### src/sv/hpc_pkg.sv
// Shared types and constants for the hysteresis pulse counter.
package hpc_pkg;

   localparam int CHANNELS_DEFAULT = 8;
   localparam int QUEUE_DEPTH      = 2;

   localparam int CHANNEL_W  = 3;
   localparam int SAMPLE_W   = 15;
   localparam int VALUE_W    = 16;
   localparam int ACC_W      = 32;
   localparam int COUNT_W    = 32;
   localparam int SHIFT_W    = 4;
   localparam int CSR_IDX_W  = 2;
   localparam int CSR_DATA_W = 16;
   localparam int ACC_SPLIT  = 16;

   localparam logic [VALUE_W-1:0] HYST_BASE     = 16'd100;
   localparam int                 HYST_SCALE    = 5;
   localparam logic [VALUE_W-1:0] HYST_RESET    = HYST_BASE << HYST_SCALE;
   localparam logic [SHIFT_W-1:0] LONG_FORM_MIN = 4'd6;

   typedef enum logic [CSR_IDX_W-1:0] {
      CSR_HYSTERESIS = 2'd0,
      CSR_SMOOTHING  = 2'd1
   } csr_index_type;

   typedef struct packed {
      logic                 in_range;
      logic [CHANNEL_W-1:0] channel;
      logic [SAMPLE_W-1:0]  sample;
   } item_type;

endpackage

### src/sv/hysteresis_pulse_counter_unit.sv
// Top level of the hysteresis pulse counter.
//
//  channel   direction  handshake             payload
//  req_      in         req_valid/req_ready   req_channel, req_sample
//  rsp_      out        rsp_valid/rsp_ready   rsp_count, rsp_level_high, rsp_counted,
//                                             rsp_filtered
//  csr_      in         csr_valid/csr_ready   csr_index, csr_wdata
//
// One sample per cycle sustained while rsp_ does not stall; each result passes a queue slot,
// then the output register. The per-channel filter and tracking update reads register arrays
// and writes them back as the sample is taken, so same-channel samples need no stall.
// Synchronous reset clears the queue, the output valid flag and all channel state at once.
// A stalled rsp_ fills the output register and the two-entry queue before req_ready drops.
module hysteresis_pulse_counter_unit
   import hpc_pkg::*;
#(
   parameter int CHANNELS = CHANNELS_DEFAULT
) (
   input  logic                  clock,
   input  logic                  reset,
   input  logic                  req_valid,
   output logic                  req_ready,
   input  logic [CHANNEL_W-1:0]  req_channel,
   input  logic [SAMPLE_W-1:0]   req_sample,
   output logic                  rsp_valid,
   input  logic                  rsp_ready,
   output logic [COUNT_W-1:0]    rsp_count,
   output logic                  rsp_level_high,
   output logic                  rsp_counted,
   output logic [VALUE_W-1:0]    rsp_filtered,
   input  logic                  csr_valid,
   output logic                  csr_ready,
   input  logic [CSR_IDX_W-1:0]  csr_index,
   input  logic [CSR_DATA_W-1:0] csr_wdata
);

   logic     push_valid, push_ready;
   item_type push_item;
   logic     pop_valid, pop_ready;
   item_type pop_item;

   hpc_front #(
      .CHANNELS (CHANNELS)
   ) u_front (
      .req_valid   (req_valid),
      .req_ready   (req_ready),
      .req_channel (req_channel),
      .req_sample  (req_sample),
      .push_valid  (push_valid),
      .push_ready  (push_ready),
      .push_item   (push_item)
   );

   hpc_queue #(
      .DEPTH (QUEUE_DEPTH)
   ) u_queue (
      .clock      (clock),
      .reset      (reset),
      .push_valid (push_valid),
      .push_ready (push_ready),
      .push_item  (push_item),
      .pop_valid  (pop_valid),
      .pop_ready  (pop_ready),
      .pop_item   (pop_item)
   );

   hpc_back #(
      .CHANNELS (CHANNELS)
   ) u_back (
      .clock          (clock),
      .reset          (reset),
      .csr_valid      (csr_valid),
      .csr_ready      (csr_ready),
      .csr_index      (csr_index),
      .csr_wdata      (csr_wdata),
      .pop_valid      (pop_valid),
      .pop_ready      (pop_ready),
      .pop_item       (pop_item),
      .rsp_valid      (rsp_valid),
      .rsp_ready      (rsp_ready),
      .rsp_count      (rsp_count),
      .rsp_level_high (rsp_level_high),
      .rsp_counted    (rsp_counted),
      .rsp_filtered   (rsp_filtered)
   );

endmodule

### src/sv/hpc_front.sv
// Front end: accepts samples, checks the channel number and pushes them into the queue.
module hpc_front
   import hpc_pkg::*;
#(
   parameter int CHANNELS = CHANNELS_DEFAULT
) (
   input  logic                 req_valid,
   output logic                 req_ready,
   input  logic [CHANNEL_W-1:0] req_channel,
   input  logic [SAMPLE_W-1:0]  req_sample,
   output logic                 push_valid,
   input  logic                 push_ready,
   output item_type             push_item
);

   localparam logic [CHANNEL_W:0] CHAN_LIMIT = (CHANNEL_W + 1)'(CHANNELS);

   assign req_ready  = push_ready;
   assign push_valid = req_valid;

   always_comb begin
      push_item.in_range = ({1'b0, req_channel} < CHAN_LIMIT);
      push_item.channel  = req_channel;
      push_item.sample   = req_sample;
   end

endmodule

### src/sv/hpc_queue.sv
// Short queue between the front end and the channel update stage.
module hpc_queue
   import hpc_pkg::*;
#(
   parameter int DEPTH = QUEUE_DEPTH
) (
   input  logic     clock,
   input  logic     reset,
   input  logic     push_valid,
   output logic     push_ready,
   input  item_type push_item,
   output logic     pop_valid,
   input  logic     pop_ready,
   output item_type pop_item
);

   localparam int PTR_W = (DEPTH > 1) ? $clog2(DEPTH) : 1;
   localparam logic [PTR_W:0]   FULL_COUNT = (PTR_W + 1)'(DEPTH);
   localparam logic [PTR_W-1:0] LAST_PTR   = PTR_W'(DEPTH - 1);

   item_type         entry_ff [DEPTH];
   logic [PTR_W-1:0] wr_ptr_ff, wr_ptr_in;
   logic [PTR_W-1:0] rd_ptr_ff, rd_ptr_in;
   logic [PTR_W:0]   fill_ff, fill_in;
   logic             do_push, do_pop;

   assign push_ready = (fill_ff != FULL_COUNT);
   assign pop_valid  = (fill_ff != '0);
   assign pop_item   = entry_ff[rd_ptr_ff];
   assign do_push    = push_valid && push_ready;
   assign do_pop     = pop_valid && pop_ready;

   always_comb begin
      wr_ptr_in = wr_ptr_ff;
      rd_ptr_in = rd_ptr_ff;
      fill_in   = fill_ff;
      if (do_push) begin
         wr_ptr_in = (wr_ptr_ff == LAST_PTR) ? '0 : wr_ptr_ff + 1'b1;
      end
      if (do_pop) begin
         rd_ptr_in = (rd_ptr_ff == LAST_PTR) ? '0 : rd_ptr_ff + 1'b1;
      end
      if (do_push && !do_pop) begin
         fill_in = fill_ff + 1'b1;
      end else if (do_pop && !do_push) begin
         fill_in = fill_ff - 1'b1;
      end
   end

   always_ff @(posedge clock) begin
      if (reset) begin
         wr_ptr_ff <= '0;
         rd_ptr_ff <= '0;
         fill_ff   <= '0;
      end else begin
         wr_ptr_ff <= wr_ptr_in;
         rd_ptr_ff <= rd_ptr_in;
         fill_ff   <= fill_in;
      end
   end

   always_ff @(posedge clock) begin
      if (do_push) begin
         entry_ff[wr_ptr_ff] <= push_item;
      end
   end

endmodule

### src/sv/hpc_back.sv
// Back end: control registers, per-channel filter, extreme tracking, level and counters.
module hpc_back
   import hpc_pkg::*;
#(
   parameter int CHANNELS = CHANNELS_DEFAULT
) (
   input  logic                  clock,
   input  logic                  reset,
   input  logic                  csr_valid,
   output logic                  csr_ready,
   input  logic [CSR_IDX_W-1:0]  csr_index,
   input  logic [CSR_DATA_W-1:0] csr_wdata,
   input  logic                  pop_valid,
   output logic                  pop_ready,
   input  item_type              pop_item,
   output logic                  rsp_valid,
   input  logic                  rsp_ready,
   output logic [COUNT_W-1:0]    rsp_count,
   output logic                  rsp_level_high,
   output logic                  rsp_counted,
   output logic [VALUE_W-1:0]    rsp_filtered
);

   localparam int IDX_W = (CHANNELS > 1) ? $clog2(CHANNELS) : 1;

   logic [VALUE_W-1:0] hyst_ff;
   logic [SHIFT_W-1:0] shift_ff;

   logic [ACC_W-1:0]   acc_ff   [CHANNELS];
   logic [VALUE_W-1:0] ext_ff   [CHANNELS];
   logic [COUNT_W-1:0] cnt_ff   [CHANNELS];
   logic [CHANNELS-1:0] level_ff;

   logic               rsp_valid_ff;
   logic [COUNT_W-1:0] rsp_count_ff;
   logic               rsp_level_ff;
   logic               rsp_counted_ff;
   logic [VALUE_W-1:0] rsp_filtered_ff;

   logic [IDX_W-1:0]   idx;
   logic [ACC_W-1:0]   acc_rd;
   logic [VALUE_W-1:0] ext_rd;
   logic [COUNT_W-1:0] cnt_rd;
   logic               lvl_rd;
   logic [VALUE_W-1:0] x16;
   logic [VALUE_W-1:0] prev16;
   logic [VALUE_W-1:0] short16;
   logic [4:0]         left_amt;
   logic [ACC_W-1:0]   long32;
   logic [VALUE_W-1:0] filt;
   logic [ACC_W-1:0]   acc_in;
   logic [VALUE_W-1:0] ext_in;
   logic               lvl_in;
   logic               counted;
   logic [COUNT_W-1:0] cnt_inc;
   logic [VALUE_W:0]   ext_hi;
   logic [VALUE_W:0]   filt_hi;
   logic               take;
   logic               write_state;

   assign csr_ready = 1'b1;
   assign pop_ready = !rsp_valid_ff || rsp_ready;
   assign take      = pop_valid && pop_ready;
   assign write_state = take && pop_item.in_range;

   assign rsp_valid      = rsp_valid_ff;
   assign rsp_count      = rsp_count_ff;
   assign rsp_level_high = rsp_level_ff;
   assign rsp_counted    = rsp_counted_ff;
   assign rsp_filtered   = rsp_filtered_ff;

   always_comb begin
      idx    = pop_item.channel[IDX_W-1:0];
      acc_rd = acc_ff[idx];
      ext_rd = ext_ff[idx];
      cnt_rd = cnt_ff[idx];
      lvl_rd = level_ff[idx];
      x16    = {1'b0, pop_item.sample};

      prev16   = acc_rd[VALUE_W-1:0];
      short16  = (x16 >> shift_ff) + prev16 - (prev16 >> shift_ff);
      left_amt = 5'(ACC_SPLIT) - {1'b0, shift_ff};
      long32   = (ACC_W'(pop_item.sample) << left_amt) + acc_rd - (acc_rd >> shift_ff);

      if (shift_ff == '0) begin
         filt   = x16;
         acc_in = acc_rd;
      end else if (shift_ff < LONG_FORM_MIN) begin
         filt   = short16;
         acc_in = {{(ACC_W - VALUE_W){1'b0}}, short16};
      end else begin
         filt   = long32[ACC_W-1:ACC_SPLIT];
         acc_in = long32;
      end

      ext_hi  = {1'b0, ext_rd} + {1'b0, hyst_ff};
      filt_hi = {1'b0, filt} + {1'b0, hyst_ff};
      cnt_inc = cnt_rd + 1'b1;

      ext_in  = ext_rd;
      lvl_in  = lvl_rd;
      counted = 1'b0;
      if (!lvl_rd) begin
         if (filt < ext_rd) begin
            ext_in = filt;
         end else if ({1'b0, filt} > ext_hi) begin
            lvl_in  = 1'b1;
            counted = 1'b1;
            ext_in  = filt;
         end
      end else begin
         if (filt > ext_rd) begin
            ext_in = filt;
         end else if (filt_hi < {1'b0, ext_rd}) begin
            lvl_in = 1'b0;
            ext_in = filt;
         end
      end
   end

   always_ff @(posedge clock) begin
      if (reset) begin
         hyst_ff  <= HYST_RESET;
         shift_ff <= '0;
      end else if (csr_valid && csr_ready) begin
         case (csr_index)
            CSR_HYSTERESIS: hyst_ff  <= csr_wdata;
            CSR_SMOOTHING:  shift_ff <= csr_wdata[SHIFT_W-1:0];
            default: ;
         endcase
      end
   end

   always_ff @(posedge clock) begin
      if (reset) begin
         for (int i = 0; i < CHANNELS; i++) begin
            acc_ff[i] <= '0;
            ext_ff[i] <= '0;
            cnt_ff[i] <= '0;
         end
         level_ff <= '0;
      end else if (write_state) begin
         acc_ff[idx]   <= acc_in;
         ext_ff[idx]   <= ext_in;
         level_ff[idx] <= lvl_in;
         if (counted) begin
            cnt_ff[idx] <= cnt_inc;
         end
      end
   end

   always_ff @(posedge clock) begin
      if (reset) begin
         rsp_valid_ff <= 1'b0;
      end else if (pop_ready) begin
         rsp_valid_ff <= pop_valid;
      end
   end

   always_ff @(posedge clock) begin
      if (take) begin
         if (pop_item.in_range) begin
            rsp_count_ff    <= counted ? cnt_inc : cnt_rd;
            rsp_level_ff    <= lvl_in;
            rsp_counted_ff  <= counted;
            rsp_filtered_ff <= filt;
         end else begin
            rsp_count_ff    <= '0;
            rsp_level_ff    <= 1'b0;
            rsp_counted_ff  <= 1'b0;
            rsp_filtered_ff <= x16;
         end
      end
   end

endmodule

### config.mk
export PLATFORM = sky130hd
export DESIGN_NAME = hysteresis_pulse_counter_unit
export DESIGN_NICKNAME = d
export VERILOG_FILES = /design/src/sv/hpc_pkg.sv /design/src/sv/hysteresis_pulse_counter_unit.sv /design/src/sv/hpc_front.sv /design/src/sv/hpc_queue.sv /design/src/sv/hpc_back.sv
export SDC_FILE = /design/constraint.sdc
export NUM_CORES = 2
export LEC_CHECK = 0
export ABC_AREA = 0
export BUFFER_PORTS_ARGS = -buffer_cell sky130_fd_sc_hd__clkbuf_2
export CORE_MARGIN = 3
export CORE_UTILIZATION = 58
export DETAILED_ROUTE_END_ITERATION = 10
export PLACE_DENSITY = 0.76
export SETUP_SLACK_MARGIN = 0.02
export SLEW_MARGIN = 20
export SYNTH_ARGS = -nofsm -noshare
export SYNTH_HDL_FRONTEND = slang
export SYNTH_SLANG_ARGS = --single-unit
### constraint.sdc
create_clock -name clock -period 21.8 [get_ports clock]
set_input_delay 2.18 -clock clock [delete_from_list [all_inputs] [get_ports clock]]
set_output_delay 2.18 -clock clock [all_outputs]
set_load 0.02 [all_outputs]
==> flow_metrics.env <==
export IMPL_status="finished, final reports clean"
export IMPL_vias=33600
export IMPL_final_area_sq_mm=0.0465
export IMPL_fin_nets=4204
export IMPL_holdWs_ns=0.462
export IMPL_clk_latency_ns=0.65
export IMPL_grt_pass1_wl_microns=204000
export IMPL_fin_skew_ns=0.0526
export IMPL_worst_hold_path_type="reg2reg"
export IMPL_drv_cap=0
export IMPL_cts_root_buffer="clkbuf_16"
export IMPL_synth_compound_area_share_pct=13.1
export IMPL_route_detailed_drc=0
export IMPL_via_per_inst=6.71
export IMPL_slew_headroom_pct=22.8
export IMPL_io_buffer_count=92
export IMPL_worstMarginPinSlew_ns=1.16
export IMPL_ys_seq_elements=760
export IMPL_finalHoldViolations=0
export IMPL_grt_max_degree=80
export IMPL_synth_top_area_share_pct=51.4
export IMPL_drt_wl_total_microns=137000
export IMPL_cts_resized_gates=0
export IMPL_path_class="reg2reg"
export IMPL_setup_ws_ns=7.88
export IMPL_slowest_stage="a211oi_1"
export IMPL_postCtsHoldBufs=0
export IMPL_cts_num_sinks=760
export IMPL_ant_nets=0
export IMPL_drt_met1_wl_microns=52100
export IMPL_cts_tree="done"
export IMPL_synth_area_sq_mm=0.0424
export IMPL_critPathBufInv=5
export IMPL_fin_crit_ns=13.92
export IMPL_max_freq_mhz=71.8
export IMPL_grt_overflow=0
export IMPL_grt_pass1_vias=32600
export IMPL_most_common_layout_cells="808 x nor2_1, 726 x edfxtp_1, 305 x nand2_1"
export IMPL_io_pins=94
export IMPL_cp_data_required_time_ns=22.14
export IMPL_synth_edff_count=726
export IMPL_place_area_sq_mm=0.0440
export IMPL_drive_above_1_share_pct=12.0
export IMPL_synthAdderAreaFrac_pct=6.15
export IMPL_gp_congestion=1.05
export IMPL_post_cts_buffers=0
export IMPL_drt_iter0_drc=5128
export IMPL_dieArea_sq_mm=0.0764
export IMPL_dr_max_layer_used="met4"
export IMPL_slew_viol_final=0
export IMPL_cp_start_kind="register"
export IMPL_period_share_pct=63.9
export IMPL_antenna_found_initial=0
export IMPL_yosys_area_share_simple_pct=14.9
export IMPL_synth_cell_types=98
export IMPL_synthCells=3938
export IMPL_crit_path_max_fanout=39
export IMPL_ys_warnings_count=0
export IMPL_ys_seq_area_share_pct=53.0
export IMPL_rsz0062_at_grt="false"
export IMPL_tns_ns=0
export IMPL_cts_htree_levels=3
export IMPL_syn_avg_cell_area_sq_um=10.8
export IMPL_synth_top_cells_by_area="edfxtp_1 51%, nor2_1 7.2%, ha_1 3.9%"
export IMPL_met2RoutedLength_microns=61400
export IMPL_synthMuxAreaShare_pct=6.61
export IMPL_rrSetupSlack_ns=7.88
export IMPL_rows=98
export IMPL_synth_async_reset_ratio_pct=0
export IMPL_first_pass_iters=8
export IMPL_synth_top_flop_cell="edfxtp_1"
export IMPL_cts_made_buffers=80
export IMPL_crit_family="compound AO/OA/AOI/OAI gates"
export IMPL_place_hpwl_microns=88300
export IMPL_syn_nets=4159
export IMPL_synth_top_family_by_area="simple AND/OR/NAND/NOR gates"
export IMPL_nFillCells=5507
export IMPL_start_util_pct=58.9
export IMPL_coreArea_sq_mm=0.0720
export IMPL_area_growth_pct=9.67
export IMPL_die_h_microns=276
export IMPL_setup_viol=0
export IMPL_fp_dieW_microns=276
export IMPL_wl_per_cell_microns=27.4
export IMPL_final_common_cell="nor2_1"
export IMPL_pre_cts_ws_ns=8.33
export IMPL_clockBufferDepth=3
export IMPL_critPathArrivalTime_ns=14.26
export IMPL_grt_usage_pct=35.2
export IMPL_yosysTopAreaCell="edfxtp_1"
export IMPL_cp_end_kind="register"
export IMPL_antenna_cells=0
export IMPL_cpPeakStageDelay_ns=0.89
export IMPL_synthXorXnorAreaFrac_pct=2.47
export IMPL_met3_length_microns=17700
export IMPL_clk_pin_slew_ns=0.06
worst register-to-register path: cells and delay by family (launching register included):
family / cells / cell delay [ns]
multiplexers: 3 / 1.01
AO/OA/AOI/OAI: 22 / 7.09
buffers and inverters: 5 / 1.92
flip-flops: 1 / 0.31
adder cells (fa/ha/maj): 4 / 1.45
XOR/XNOR: 1 / 0.15
AND/OR/NAND/NOR: 7 / 1.71
path summary, 6_finish.rpt:
kind	startpoint	to	cells after the start
worst min-delay path	u_back.level_ff[5]	u_back.level_ff[5]	2
worst max-delay path	register	u_back.ext_ff[2][15]	42
worst max register to register	register	u_back.ext_ff[2][15]	42
worst min register to register	u_back.level_ff[5]	u_back.level_ff[5]	2
cell families after synthesis:
group,count (synthesis)
AOI/OAI and AO/OA,815
xor gates and xnor gates,118
adders and majority gates,180
buffers and inverters,380
DFF,760
muxes,230
other,1
and+or+nand+nor,1454
final cells by class:
type                       instances  area [sq um]  share of cell area (%)
inverter                         151           567                    1.22
multi-input combinational       2798         18500                    39.8
clock inverter                    47           417                   0.896
timing repair buffer             192          1210                    2.61
tap                              950          1190                    2.56
sequential                       760         22500                    48.4
clock buffer                     100          2120                    4.56
metrics by stage:
step	cells	utilization (%)
final	4998	64.6
after global routing	4998	64.6
after CTS	4998	64.6
after detailed placement	4851	61.1
after global placement	4851	61.1
after floorplan	3938	-
state kept, by name, summed over array words and instances, names as in the netlist, 4 cells and up, named ones only:
name	count
u_back.ext_ff	128
u_back.acc_ff	256
u_back.shift_ff	4
u_back.hyst_ff	16
u_queue.entry_ff	36
u_back.cnt_ff	256
u_back.rsp_count	32
u_back.rsp_filtered	16
u_back.level_ff	8
metal layers:
metal | track usage (%) | vias up
li1 | - | 14500
met5 | 0 | -
met2 | 52.9 | 2420
met1 | 49.8 | 16300
met4 | 14.7 | 0
met3 | 7.64 | 373
Yosys cell counts (36+ instances only):
cell / instances
ha_1: 133
o21ai_0: 143
mux2_2: 46
nand3_1: 82
a21o_1: 46
nand2_1: 313
xnor2_1: 65
nor3_1: 45
a22oi_1: 65
a221oi_1: 42
a21oi_1: 170
fa_1: 47
buf_2: 37
a211oi_1: 42
clkbuf_1: 148
edfxtp_1: 726
nor2_1: 811
mux2i_1: 144
nand2b_1: 36
inv_1: 144
xor2_1: 51
Power is left out: the tool's default activity adds up to more than one toggle a clock period on the data nets, which glitch-free logic cannot reach.
